==> src/esuc_pkg.sv <==
`default_nettype none

package esuc_pkg;

  localparam int unsigned LAST_YEAR = 9999;

  localparam int unsigned SECS_W   = 38;
  localparam int unsigned YEAR_W   = 13;
  localparam int unsigned MON_W    = 4;
  localparam int unsigned MDAY_W   = 5;
  localparam int unsigned HOUR_W   = 5;
  localparam int unsigned MIN_W    = 6;
  localparam int unsigned SEC_W    = 6;
  localparam int unsigned WDAY_W   = 3;
  localparam int unsigned YDAY_W   = 9;

  // 86400 = 128 * 675: the low seven bits of the seconds pass straight into
  // the remainder, and the rest is divided by 675 with a scaled reciprocal.
  // Rounding the reciprocal up keeps the quotient exact for every 31-bit
  // dividend. The remainder is formed from the registered quotient, so it
  // settles after the quotient does.
  localparam int unsigned LOW_BITS    = 7;
  localparam int unsigned DIVISOR     = 675;
  localparam int unsigned DVD_W       = SECS_W - LOW_BITS;
  localparam int unsigned REM_W       = 10;
  localparam int unsigned RECIP_W     = 32;
  localparam int unsigned RECIP       = 32'd3257812231;
  localparam int unsigned RECIP_SHIFT = 41;
  localparam int unsigned PROD_W      = DVD_W + RECIP_W;
  localparam int unsigned DIV_STEPS   = 2;
  localparam int unsigned DIV_CNT_W   = $clog2(DIV_STEPS);
  localparam int unsigned TOD_W       = REM_W + LOW_BITS;

  localparam int unsigned DAYS_W = 22;
  localparam int unsigned YR_W   = 14;

  // Year counting runs on 400-year cycles starting at 1601-01-01.
  localparam int unsigned BASE_YEAR          = 1601;
  localparam int unsigned DAYS_BASE_TO_EPOCH = 134774;
  localparam int unsigned DAYS_PER_400Y      = 146097;
  localparam int unsigned DAYS_PER_100Y      = 36524;
  localparam int unsigned DAYS_PER_4Y        = 1461;
  localparam int unsigned DAYS_PER_YEAR      = 365;
  localparam int unsigned YEAR_OFFSET        = 1900;

  // Days from 1970-01-01 to January 1 of the year after LAST_YEAR.
  localparam int unsigned DAYS_LIMIT = 365 * (LAST_YEAR + 1 - 1970)
      + LAST_YEAR / 4 - LAST_YEAR / 100 + LAST_YEAR / 400
      - (1969 / 4 - 1969 / 100 + 1969 / 400);

  typedef enum logic [3:0] {
    ST_IDLE, ST_DIV, ST_RANGE, ST_Y400, ST_Y100, ST_Y4, ST_Y1, ST_MON, ST_DONE
  } state_e;

  typedef enum logic [3:0] {
    OP_NONE, OP_LOAD, OP_DIV, OP_INIT, OP_Y400, OP_Y100, OP_Y4, OP_Y1, OP_MON, OP_OUT
  } op_e;

  typedef struct packed {
    op_e op;
  } cmd_t;

  typedef struct packed {
    logic step_ok;
    logic range_err;
    logic out_free;
  } status_t;

  function automatic logic [MDAY_W-1:0] month_len(input logic [MON_W-1:0] mon,
                                                  input logic leap);
    logic [MDAY_W-1:0] len;
    unique case (mon) inside
      4'd1:                    len = leap ? 5'd29 : 5'd28;
      4'd3, 4'd5, 4'd8, 4'd10: len = 5'd30;
      default:                 len = 5'd31;
    endcase
    return len;
  endfunction

endpackage

`default_nettype wire

==> src/esuc_ctrl.sv <==
`default_nettype none

module esuc_ctrl (
  input  wire logic             clk_i,
  input  wire logic             rst_ni,
  input  wire logic             in_valid_i,
  output logic                  in_ready_o,
  input  wire esuc_pkg::status_t status_i,
  output esuc_pkg::cmd_t        cmd_o
);

  esuc_pkg::state_e state_q, state_d;
  logic [esuc_pkg::DIV_CNT_W-1:0] cnt_q, cnt_d;

  always_ff @(posedge clk_i or negedge rst_ni) begin
    if (!rst_ni) begin
      state_q <= esuc_pkg::ST_IDLE;
      cnt_q   <= '0;
    end else begin
      state_q <= state_d;
      cnt_q   <= cnt_d;
    end
  end

  always_comb begin
    state_d = state_q;
    cnt_d   = '0;
    unique case (state_q)
      esuc_pkg::ST_IDLE: begin
        if (in_valid_i) state_d = esuc_pkg::ST_DIV;
      end
      esuc_pkg::ST_DIV: begin
        cnt_d = cnt_q + 1'b1;
        if (cnt_q == esuc_pkg::DIV_CNT_W'(esuc_pkg::DIV_STEPS - 1)) begin
          state_d = esuc_pkg::ST_RANGE;
        end
      end
      esuc_pkg::ST_RANGE: state_d = esuc_pkg::ST_Y400;
      esuc_pkg::ST_Y400: begin
        if (status_i.range_err) state_d = esuc_pkg::ST_DONE;
        else if (!status_i.step_ok) state_d = esuc_pkg::ST_Y100;
      end
      esuc_pkg::ST_Y100: begin
        if (!status_i.step_ok) state_d = esuc_pkg::ST_Y4;
      end
      esuc_pkg::ST_Y4: begin
        if (!status_i.step_ok) state_d = esuc_pkg::ST_Y1;
      end
      esuc_pkg::ST_Y1: begin
        if (!status_i.step_ok) state_d = esuc_pkg::ST_MON;
      end
      esuc_pkg::ST_MON: begin
        if (!status_i.step_ok) state_d = esuc_pkg::ST_DONE;
      end
      esuc_pkg::ST_DONE: begin
        if (status_i.out_free) state_d = esuc_pkg::ST_IDLE;
      end
      default: state_d = esuc_pkg::ST_IDLE;
    endcase
  end

  always_comb begin
    cmd_o.op   = esuc_pkg::OP_NONE;
    in_ready_o = 1'b0;
    unique case (state_q)
      esuc_pkg::ST_IDLE: begin
        in_ready_o = 1'b1;
        if (in_valid_i) cmd_o.op = esuc_pkg::OP_LOAD;
      end
      esuc_pkg::ST_DIV:   cmd_o.op = esuc_pkg::OP_DIV;
      esuc_pkg::ST_RANGE: cmd_o.op = esuc_pkg::OP_INIT;
      esuc_pkg::ST_Y400:  cmd_o.op = esuc_pkg::OP_Y400;
      esuc_pkg::ST_Y100:  cmd_o.op = esuc_pkg::OP_Y100;
      esuc_pkg::ST_Y4:    cmd_o.op = esuc_pkg::OP_Y4;
      esuc_pkg::ST_Y1:    cmd_o.op = esuc_pkg::OP_Y1;
      esuc_pkg::ST_MON:   cmd_o.op = esuc_pkg::OP_MON;
      esuc_pkg::ST_DONE: begin
        if (status_i.out_free) cmd_o.op = esuc_pkg::OP_OUT;
      end
      default: cmd_o.op = esuc_pkg::OP_NONE;
    endcase
  end

endmodule

`default_nettype wire

==> src/esuc_dp.sv <==
`default_nettype none

module esuc_dp (
  input  wire logic                          clk_i,
  input  wire logic                          rst_ni,
  input  wire esuc_pkg::cmd_t                cmd_i,
  output esuc_pkg::status_t                  status_o,
  input  wire logic [esuc_pkg::SECS_W-1:0]   epoch_seconds_i,
  output logic                               out_valid_o,
  input  wire logic                          out_ready_i,
  output logic [esuc_pkg::YEAR_W-1:0]        year_since_1900_o,
  output logic [esuc_pkg::MON_W-1:0]         month_index_o,
  output logic [esuc_pkg::MDAY_W-1:0]        day_of_month_o,
  output logic [esuc_pkg::HOUR_W-1:0]        hour_of_day_o,
  output logic [esuc_pkg::MIN_W-1:0]         minute_of_hour_o,
  output logic [esuc_pkg::SEC_W-1:0]         second_of_minute_o,
  output logic [esuc_pkg::WDAY_W-1:0]        weekday_o,
  output logic [esuc_pkg::YDAY_W-1:0]        day_of_year_o,
  output logic                               range_error_o
);

  localparam int unsigned DW = esuc_pkg::DAYS_W;

  // Divider: the quotient comes from a reciprocal product, and the remainder
  // from the dividend minus the registered quotient times the divisor.
  logic [esuc_pkg::LOW_BITS-1:0] low_q;
  logic [esuc_pkg::DVD_W-1:0]    dvd_q;
  logic [DW-1:0]                 quo_q;
  logic [esuc_pkg::REM_W-1:0]    rem_q;
  logic [esuc_pkg::PROD_W-1:0]   recip_prod;
  logic [esuc_pkg::DVD_W-1:0]    quo_back;
  logic [esuc_pkg::DVD_W-1:0]    rem_full;
  logic [DW-1:0]                 days;

  // Calendar stepping.
  logic                         err_q;
  logic [DW-1:0]                dleft_q, dleft_d, sub_val;
  logic [esuc_pkg::YR_W-1:0]    yr_q, yr_d, yr_inc;
  logic [1:0]                   cent_q, cent_d;
  logic [4:0]                   quad_q, quad_d;
  logic [1:0]                   yr1_q, yr1_d;
  logic [esuc_pkg::MON_W-1:0]   mon_q, mon_d;
  logic [esuc_pkg::YDAY_W-1:0]  doy_q;
  logic                         leap, step_ok, can_step;
  logic [esuc_pkg::MDAY_W-1:0]  mlen;

  // Time of day and weekday chain.
  logic [esuc_pkg::TOD_W-1:0]   tod;
  logic [25:0]                  hour_prod;
  logic [esuc_pkg::HOUR_W-1:0]  hour_q;
  logic [esuc_pkg::TOD_W-1:0]   hour_secs;
  logic [esuc_pkg::TOD_W-1:0]   hour_rem;
  logic [11:0]                  msr_q;
  logic [19:0]                  min_prod;
  logic [esuc_pkg::MIN_W-1:0]   min_q;
  logic [11:0]                  sec_full;
  logic [esuc_pkg::SEC_W-1:0]   sec_q;
  logic [22:0]                  wx;
  logic [45:0]                  w_prod;
  logic [19:0]                  wq_q;
  logic [22:0]                  w_rem;
  logic [esuc_pkg::WDAY_W-1:0]  wday_q;

  logic out_valid_q;

  assign recip_prod = esuc_pkg::PROD_W'(dvd_q) * esuc_pkg::PROD_W'(esuc_pkg::RECIP);
  assign quo_back   = esuc_pkg::DVD_W'(quo_q) * esuc_pkg::DVD_W'(esuc_pkg::DIVISOR);
  assign rem_full   = dvd_q - quo_back;
  assign days       = quo_q;

  // A year is leap when it closes a four-year block, except for a century
  // year that does not close the 400-year cycle.
  assign leap = (yr1_q == 2'd3) && !((quad_q == 5'd24) && (cent_q != 2'd3));
  assign mlen = esuc_pkg::month_len(mon_q, leap);

  always_comb begin
    can_step = 1'b0;
    sub_val  = '0;
    yr_inc   = '0;
    unique case (cmd_i.op)
      esuc_pkg::OP_Y400: begin
        can_step = !err_q;
        sub_val  = DW'(esuc_pkg::DAYS_PER_400Y);
        yr_inc   = esuc_pkg::YR_W'(400);
      end
      esuc_pkg::OP_Y100: begin
        can_step = (cent_q != 2'd3);
        sub_val  = DW'(esuc_pkg::DAYS_PER_100Y);
        yr_inc   = esuc_pkg::YR_W'(100);
      end
      esuc_pkg::OP_Y4: begin
        can_step = (quad_q != 5'd24);
        sub_val  = DW'(esuc_pkg::DAYS_PER_4Y);
        yr_inc   = esuc_pkg::YR_W'(4);
      end
      esuc_pkg::OP_Y1: begin
        can_step = (yr1_q != 2'd3);
        sub_val  = DW'(esuc_pkg::DAYS_PER_YEAR);
        yr_inc   = esuc_pkg::YR_W'(1);
      end
      esuc_pkg::OP_MON: begin
        can_step = (mon_q != esuc_pkg::MON_W'(11));
        sub_val  = DW'(mlen);
      end
      default: begin
        can_step = 1'b0;
      end
    endcase
    step_ok = can_step && (dleft_q >= sub_val);
  end

  always_comb begin
    dleft_d = dleft_q;
    yr_d    = yr_q;
    cent_d  = cent_q;
    quad_d  = quad_q;
    yr1_d   = yr1_q;
    mon_d   = mon_q;
    if (step_ok) begin
      dleft_d = dleft_q - sub_val;
      yr_d    = yr_q + yr_inc;
      unique case (cmd_i.op)
        esuc_pkg::OP_Y100: cent_d = cent_q + 2'd1;
        esuc_pkg::OP_Y4:   quad_d = quad_q + 5'd1;
        esuc_pkg::OP_Y1:   yr1_d  = yr1_q + 2'd1;
        esuc_pkg::OP_MON:  mon_d  = mon_q + 1'b1;
        default:           yr_d   = yr_q + yr_inc;
      endcase
    end
  end

  always_ff @(posedge clk_i) begin
    unique case (cmd_i.op)
      esuc_pkg::OP_LOAD: begin
        low_q <= epoch_seconds_i[esuc_pkg::LOW_BITS-1:0];
        dvd_q <= epoch_seconds_i[esuc_pkg::SECS_W-1:esuc_pkg::LOW_BITS];
      end
      esuc_pkg::OP_DIV: begin
        quo_q <= recip_prod[esuc_pkg::RECIP_SHIFT +: DW];
        rem_q <= rem_full[esuc_pkg::REM_W-1:0];
      end
      esuc_pkg::OP_INIT: begin
        err_q   <= (days >= DW'(esuc_pkg::DAYS_LIMIT));
        dleft_q <= days + DW'(esuc_pkg::DAYS_BASE_TO_EPOCH);
        yr_q    <= esuc_pkg::YR_W'(esuc_pkg::BASE_YEAR);
        cent_q  <= '0;
        quad_q  <= '0;
        yr1_q   <= '0;
        mon_q   <= '0;
      end
      esuc_pkg::OP_Y400, esuc_pkg::OP_Y100, esuc_pkg::OP_Y4, esuc_pkg::OP_MON: begin
        dleft_q <= dleft_d;
        yr_q    <= yr_d;
        cent_q  <= cent_d;
        quad_q  <= quad_d;
        mon_q   <= mon_d;
      end
      esuc_pkg::OP_Y1: begin
        dleft_q <= dleft_d;
        yr_q    <= yr_d;
        yr1_q   <= yr1_d;
        // The last cycle of this phase leaves the day of the year in place.
        doy_q   <= dleft_d[esuc_pkg::YDAY_W-1:0];
      end
      default: begin
      end
    endcase
  end

  // Time of day and weekday follow the divider result through a short
  // registered chain; they settle well before the calendar stepping ends.
  assign tod       = {rem_q, low_q};
  assign hour_prod = 26'(tod[esuc_pkg::TOD_W-1:4]) * 26'(4661);
  assign hour_secs = esuc_pkg::TOD_W'(hour_q) * esuc_pkg::TOD_W'(3600);
  assign hour_rem  = tod - hour_secs;
  assign min_prod  = 20'(msr_q[11:2]) * 20'(1093);
  assign sec_full  = msr_q - (12'(min_q) * 12'(60));
  assign wx        = 23'(days) + 23'(4);
  assign w_prod    = 46'(wx) * 46'(4793491);
  assign w_rem     = wx - (23'(wq_q) * 23'(7));

  always_ff @(posedge clk_i) begin
    hour_q <= hour_prod[24:20];
    msr_q  <= hour_rem[11:0];
    min_q  <= min_prod[19:14];
    sec_q  <= sec_full[esuc_pkg::SEC_W-1:0];
    wq_q   <= w_prod[44:25];
    wday_q <= w_rem[esuc_pkg::WDAY_W-1:0];
  end

  always_ff @(posedge clk_i) begin
    if (cmd_i.op == esuc_pkg::OP_OUT) begin
      range_error_o <= err_q;
      if (err_q) begin
        year_since_1900_o  <= '0;
        month_index_o      <= '0;
        day_of_month_o     <= '0;
        hour_of_day_o      <= '0;
        minute_of_hour_o   <= '0;
        second_of_minute_o <= '0;
        weekday_o          <= '0;
        day_of_year_o      <= '0;
      end else begin
        year_since_1900_o  <= esuc_pkg::YEAR_W'(yr_q - esuc_pkg::YR_W'(esuc_pkg::YEAR_OFFSET));
        month_index_o      <= mon_q;
        day_of_month_o     <= dleft_q[esuc_pkg::MDAY_W-1:0] + 1'b1;
        hour_of_day_o      <= hour_q;
        minute_of_hour_o   <= min_q;
        second_of_minute_o <= sec_q;
        weekday_o          <= wday_q;
        day_of_year_o      <= doy_q;
      end
    end
  end

  always_ff @(posedge clk_i or negedge rst_ni) begin
    if (!rst_ni) begin
      out_valid_q <= 1'b0;
    end else if (cmd_i.op == esuc_pkg::OP_OUT) begin
      out_valid_q <= 1'b1;
    end else if (out_ready_i) begin
      out_valid_q <= 1'b0;
    end
  end

  assign out_valid_o        = out_valid_q;
  assign status_o.step_ok   = step_ok;
  assign status_o.range_err = err_q;
  assign status_o.out_free  = !out_valid_q || out_ready_i;

endmodule

`default_nettype wire

==> src/epoch_seconds_to_utc_calendar_unit.sv <==
// Converts seconds since 1970-01-01 00:00:00 UTC into the Gregorian UTC date
// and time, one transaction at a time. A conversion divides by the seconds
// in a day with a reciprocal product, sets up the calendar walk, then takes
// the 400-year, 100-year, 4-year, single-year and month steps with a closing
// check for each of those phases, and finally loads the output register, so
// later years and later months take longer. That last load waits while the
// previous result is still held at the output. An instant after the last day
// of year 9999 gives only the range flag, with every other field zero. A new
// input is taken as soon as the previous result has been handed to the output
// register, even if that result has not yet been taken downstream.
`default_nettype none

module epoch_seconds_to_utc_calendar_unit (
  input  wire logic                        clk_i,
  input  wire logic                        rst_ni,
  input  wire logic                        in_valid_i,
  output logic                             in_ready_o,
  input  wire logic [esuc_pkg::SECS_W-1:0] epoch_seconds_i,
  output logic                             out_valid_o,
  input  wire logic                        out_ready_i,
  output logic [esuc_pkg::YEAR_W-1:0]      year_since_1900_o,
  output logic [esuc_pkg::MON_W-1:0]       month_index_o,
  output logic [esuc_pkg::MDAY_W-1:0]      day_of_month_o,
  output logic [esuc_pkg::HOUR_W-1:0]      hour_of_day_o,
  output logic [esuc_pkg::MIN_W-1:0]       minute_of_hour_o,
  output logic [esuc_pkg::SEC_W-1:0]       second_of_minute_o,
  output logic [esuc_pkg::WDAY_W-1:0]      weekday_o,
  output logic [esuc_pkg::YDAY_W-1:0]      day_of_year_o,
  output logic                             range_error_o
);

  esuc_pkg::cmd_t    cmd;
  esuc_pkg::status_t status;

  esuc_ctrl u_ctrl (
    .clk_i      (clk_i),
    .rst_ni     (rst_ni),
    .in_valid_i (in_valid_i),
    .in_ready_o (in_ready_o),
    .status_i   (status),
    .cmd_o      (cmd)
  );

  esuc_dp u_dp (
    .clk_i              (clk_i),
    .rst_ni             (rst_ni),
    .cmd_i              (cmd),
    .status_o           (status),
    .epoch_seconds_i    (epoch_seconds_i),
    .out_valid_o        (out_valid_o),
    .out_ready_i        (out_ready_i),
    .year_since_1900_o  (year_since_1900_o),
    .month_index_o      (month_index_o),
    .day_of_month_o     (day_of_month_o),
    .hour_of_day_o      (hour_of_day_o),
    .minute_of_hour_o   (minute_of_hour_o),
    .second_of_minute_o (second_of_minute_o),
    .weekday_o          (weekday_o),
    .day_of_year_o      (day_of_year_o),
    .range_error_o      (range_error_o)
  );

endmodule

`default_nettype wire

==> config.mk <==
export PLATFORM = sky130hd
export DESIGN_NAME = epoch_seconds_to_utc_calendar_unit
export DESIGN_NICKNAME = d
export VERILOG_FILES = /design/src/esuc_pkg.sv /design/src/esuc_ctrl.sv /design/src/esuc_dp.sv /design/src/epoch_seconds_to_utc_calendar_unit.sv
export SDC_FILE = /design/constraint.sdc
export NUM_CORES = 2
export LEC_CHECK = 0
export BUFFER_PORTS_ARGS = -buffer_cell sky130_fd_sc_hd__buf_2
export CELL_PAD_IN_SITES_DETAIL_PLACEMENT = 1
export CELL_PAD_IN_SITES_GLOBAL_PLACEMENT = 1
export CORE_MARGIN = 5
export CORE_UTILIZATION = 53
export CTS_CLUSTER_SIZE = 8
export DETAILED_ROUTE_END_ITERATION = 16
export PLACE_DENSITY_LB_ADDON = 0.1
export SLEW_MARGIN = 20
export SYNTH_ARGS = -nofsm -noshare
export SYNTH_HDL_FRONTEND = slang
export SYNTH_SLANG_ARGS = --single-unit
==> constraint.sdc <==
create_clock -name clk_i -period 8.2 [get_ports clk_i]
set_input_delay 1.64 -clock clk_i [delete_from_list [all_inputs] [get_ports clk_i]]
set_output_delay 1.64 -clock clk_i [all_outputs]
set_load 0.02 [all_outputs]
* Word-level counts from Yosys, hierarchy flattened
Index checks and enable logic that the tools add are counted.
Storage, ports and cells: logic and storage cells 156, flip-flop bits (word level) 239, bits of input ports 42
Cells by class: equal/unequal tests 42, multiply operators 8, add/sub/neg operators 15, mux-type cells 37, reduce and logical (&&, ||, !) cells 21, $lt $le $gt $ge 2
Operators with widths (count):
- $pmux 18 s5 | 1
- $pmux 4 s9 | 2
- $mul 31x32->63 const B | 1
- $mux 4 | 12
- $mul 23x23->45 const B | 1
- $pmux 22 s2 | 1
- $eq 4x3->1 const B | 9
- $pmux 9 s4 | 1
- $pmux 14 s2 | 1
- $mul 13x13->25 const B | 1
- $add 22x3->23 const B | 1
- $add 22x18->22 const B | 1
- $ge 22x18->1 | 1
- $ge 22x22->1 const B | 1
- $mul 22x10->10 const B | 1
- $mux 22 | 1
- $sub 22x18->22 | 1
- $eq 4x2->1 const B | 5
- $eq 4x4->1 const B | 5
- $mul 10x11->20 const B | 1
- $mul 20x3->3 const B | 1
- $pmux 5 s2 | 2
- $ne 2x2->1 const B | 8
- $add 14x9->14 | 1
- other kinds (35) | 65

* Logic depth before layout (Yosys ltp)
depth in word-level cells 12, gate-level depth with buffers 27, mapped depth without buffers 27

* Cells and area by module
From an unflattened synthesis, not the netlist that was laid out.
Unflattened totals: cells, all modules 3071, area, all modules 32557.5 um^2
By module, submodules not included:
- esuc_dp | seq. area each 6130.9 um^2, times used 1, area an instance 32175.9 um^2, cells each 3033
- esuc_ctrl | seq. area each 125.1 um^2, times used 1, area an instance 381.6 um^2, cells each 38

* Worst setup path before layout
No wires, ideal clock.
path type reg-to-reg, start register u_dp.dvd_q[17] in the netlist's numbering, end register u_dp.quo_q[21] (netlist: u_dp.days[21]), data pin, arrival time 6750 ps, required time 7936 ps, setup time 264 ps, slack 1185 ps, buffers on the path 0, stages on the path, launching flop included 24, cells stage by stage edfxtp_1 -> ha_1 -> fa_1 -> inv_1 -> fa_1 -> inv_1 -> fa_1 -> fa_1 -> fa_1 -> fa_1 -> inv_1 -> fa_1 -> inv_1 -> ha_1 -> nand4_2 -> or4_1 -> or2_1 -> o21ai_1 -> nor3_1 -> a21oi_2 -> a211o_2 -> a21oi_2 -> o41ai_2 -> xnor2_1
Between the ends: longest elaborated chain between the ends 1
Ends and longest elaborated chain:
- start, declared | line esuc_dp.sv:27 | logic [esuc_pkg::DVD_W-1:0] dvd_q;
- start signal, assigned | line esuc_dp.sv:136 | dvd_q <= epoch_seconds_i[esuc_pkg::SECS_W-1:esuc_pkg::LOW_BITS];
- $mul 31x32->63 | line esuc_dp.sv:66 | assign recip_prod = esuc_pkg::PROD_W'(dvd_q) * esuc_pkg::PROD_W'(esuc_pkg::RECIP);
- net u_dp.recip_prod (one bit) | line esuc_dp.sv:30 | logic [esuc_pkg::PROD_W-1:0] recip_prod;
- end signal, assigned | line esuc_dp.sv:139 | quo_q <= recip_prod[esuc_pkg::RECIP_SHIFT +: DW];
- end, declared | line esuc_dp.sv:28 | logic [DW-1:0] quo_q;
The timed path passes the listed nets, and every way through them passes these cells. A chain may end at the register's enable or synchronous reset.

* Worst setup path after layout
start register u_dp.dvd_q[17] in the netlist's numbering, end register u_dp.quo_q[19] (netlist: u_dp.days[19]), data pin
The elaborated chain is that of the path after synthesis.

==> metrics <==
Routed WL 88.5 mm; Root Buffer clkbuf_16; Min Clock Period, post-route slightly below 8000 ps; endpoints failing setup 0; DRT Pass-1 Iters 5; Post-synth EDFFs 180; RSZ-0062 raised after global routing false; Hold Crit Class reg2reg; chip height about 260 um; Syn-to-layout area delta 7.82%; critical path endpoint category flip-flop; Post-CTS Setup Bufs 0; Placed Cells 3,923; # hold bufs at CTS 0; Cells after Synth ~3,100; core area roughly 60,000 um2; Starting Density 0.536; Rel. slew slack 0.376; arrival time worst endpoint 7970 ps; H-tree levels 2; total gr overflow 0; Max Buffers Root-to-Sink 3; Setup TNS Final 0 ps; R2R cell count 23; FMAX about 130 MHz; number of global-route vias before repair between 20,000 and 30,000; Port Buf Inserts 95; gr busiest metal met2; Yosys reg bits approximately 220; top post-synthesis cells by area ha_1 (29%), fa_1 (26%), edfxtp_1 (17%); vias post-DR between 20,000 and 25,000; Reg-to-Reg Start u_dp.dvd_q[17]; worst skew pair latency 570 ps; Post-synth ARST share 0.0271; Max Slew Vio Count 0; top-count cell post-synth inv_1; Maximum Capacitance Violations 0; Layout Cells excl Fill around 4,000; TritonCTS clock tree built; Clock transition at path regs ~50 ps; met1 layer usage reported by global route 0.348; sequential element share of the synthesized area 0.193; period utilisation layout 0.938; drt wl/cell between 20 and 25 um; Placer Congestion between 1 and 1.5; Fin. Hold Viols 0; Top FF cell, synth edfxtp_1; reg-to-reg endpoint u_dp.days[19]; M3 GR Usage 0.0325; layout cells sized above 1 0.0562; initial DRC count approximately 1,100; Worst Tran Pin Value around 930 ps; DR vias/cell around 5.5; CP Max Fanout 9; syn nets 4,256; critical path capture point u_dp.days[19]; Syn Area/Cell around 11 um2; share of the synthesized area in the top cell type 0.286; met2 Use GR 0.477; first-pass GRT wire length approximately 140 mm; Site Rows 90; Worst Setup Start Kind flip-flop; initial antenna violation count 2; DIE WIDTH approximately 260 um; Synth Cell Area 32,300 um2; area leader, netlist ha_1; drt drc 0; DRT antenna net count 0; CP startpoint u_dp.dvd_q[17]; largest net degree at the start of global routing 54; IO Count 96; Unique masters post-synth 72; Reg2Reg Setup Slack 510 ps; skew final 39.4 ps; Synth top cells by count inv_1 (790), ha_1 (740), fa_1 (415); critical path class reg2reg; die area about 66,000 um2; post-cts gate resize count 0; Num CTS Buffers 35; clk sinks around 220; status completed; Total GRT Usage 0.272; DP HPWL between 70 and 80 mm; final net count approximately 4,400; Req. time, crit path 8480 ps; Synthesis Warnings 0
-- flip-flops by register name, indices dropped and copies added (netlist names), 3 cells and up --
register                 cells
u_ctrl.state_q               4
u_dp.day_of_month_o          5
u_dp.day_of_year_o           9
u_dp.days                   22
u_dp.dleft_q                22
u_dp.doy_q                   9
u_dp.dvd_q                  31
u_dp.hour_of_day_o           5
u_dp.hour_q                  5
u_dp.low_q                   7
u_dp.min_q                   6
u_dp.minute_of_hour_o        6
u_dp.mon_q                   4
u_dp.month_index_o           4
u_dp.msr_q                  12
u_dp.quad_q                  5
u_dp.rem_q                  10
u_dp.sec_q                   6
u_dp.second_of_minute_o      6
u_dp.wday_q                  3
u_dp.weekday_o               3
u_dp.wq_q                    3
u_dp.year_since_1900_o      13
u_dp.yr_q                   13
-- cell families after synthesis --
family          share of synthesized area
simple gates                       0.0602
compound gates                     0.0576
fa+ha+maj                           0.543
buf+inv                            0.0960
flops                               0.193
xor+xnor                           0.0450
mux                               0.00449
-- critical path, cell delays in order (launching register included) --
cell       delay (ps)
edfxtp_1          600
ha_1              370
fa_1              530
inv_1              60
fa_1              500
inv_1              60
fa_1              520
fa_1              440
fa_1              520
fa_1              550
inv_1              70
fa_1              530
inv_1              40
ha_1              350
nand4_2           170
or3_1             430
nand4b_1          200
o2111ai_1         280
o21ai_1           170
o211ai_1          290
a22oi_1           200
o21a_1            280
o21ai_1           180
xor2_1             90
-- layer usage --
layer	routed length, um	up-vias
met5	11	-
met4	3670	2
met3	3160	169
met2	44100	417
met1	37600	11100
li1	-	10100
-- cells in the final DEF, fill, tap and decap left out, drive strengths merged, types with 56 or more instances in the layout --
cell and n:
nand2 86, inv 791, nor2 107, xor2 59, edfxtp 180, a21oi 79
fa 415, buf 115, clkbuf 56, o21ai 58, ha 740, xnor2 107
-- final cells by class --
cell class | count | area (um2)
fill | 6637 | 25500
multi-input combinational | 2015 | 23000
sequential | 221 | 6260
inverter | 790 | 2970
tap | 782 | 978
clock buffer | 56 | 955
timing repair buffer | 115 | 626
clock inverter | 6 | 93.8
antenna | 1 | 2.50
-- per-stage QoR --
stage               setup WS (ps)  utilization  hold slack, ps  instance area [um2]
finish                        506        0.578             315                34900
CTS                           516        0.578             319                34900
global route                  196        0.578             336                34900
detailed placement            557        0.560             324                33800
global placement              713        0.560             310                33800
floorplan                    1190            -             310                32300
-- how the worst min path moves through the flow --
stage	from	to	slack, ps	depth (start not counted)
floorplan	u_dp.msr_q[0]	u_dp.sec_q[0]	310	0
global placement	u_dp.msr_q[1]	u_dp.sec_q[1]	310	0
detailed placement	u_dp.msr_q[1]	u_dp.sec_q[1]	320	0
CTS	u_dp.msr_q[1]	u_dp.sec_q[1]	320	0
global route	u_dp.msr_q[1]	u_dp.sec_q[1]	340	0
finish	u_dp.msr_q[1]	u_dp.sec_q[1]	320	0
Power is not shown: default switching activity piles up to over one toggle a cycle in this logic, so the estimate is an artifact.
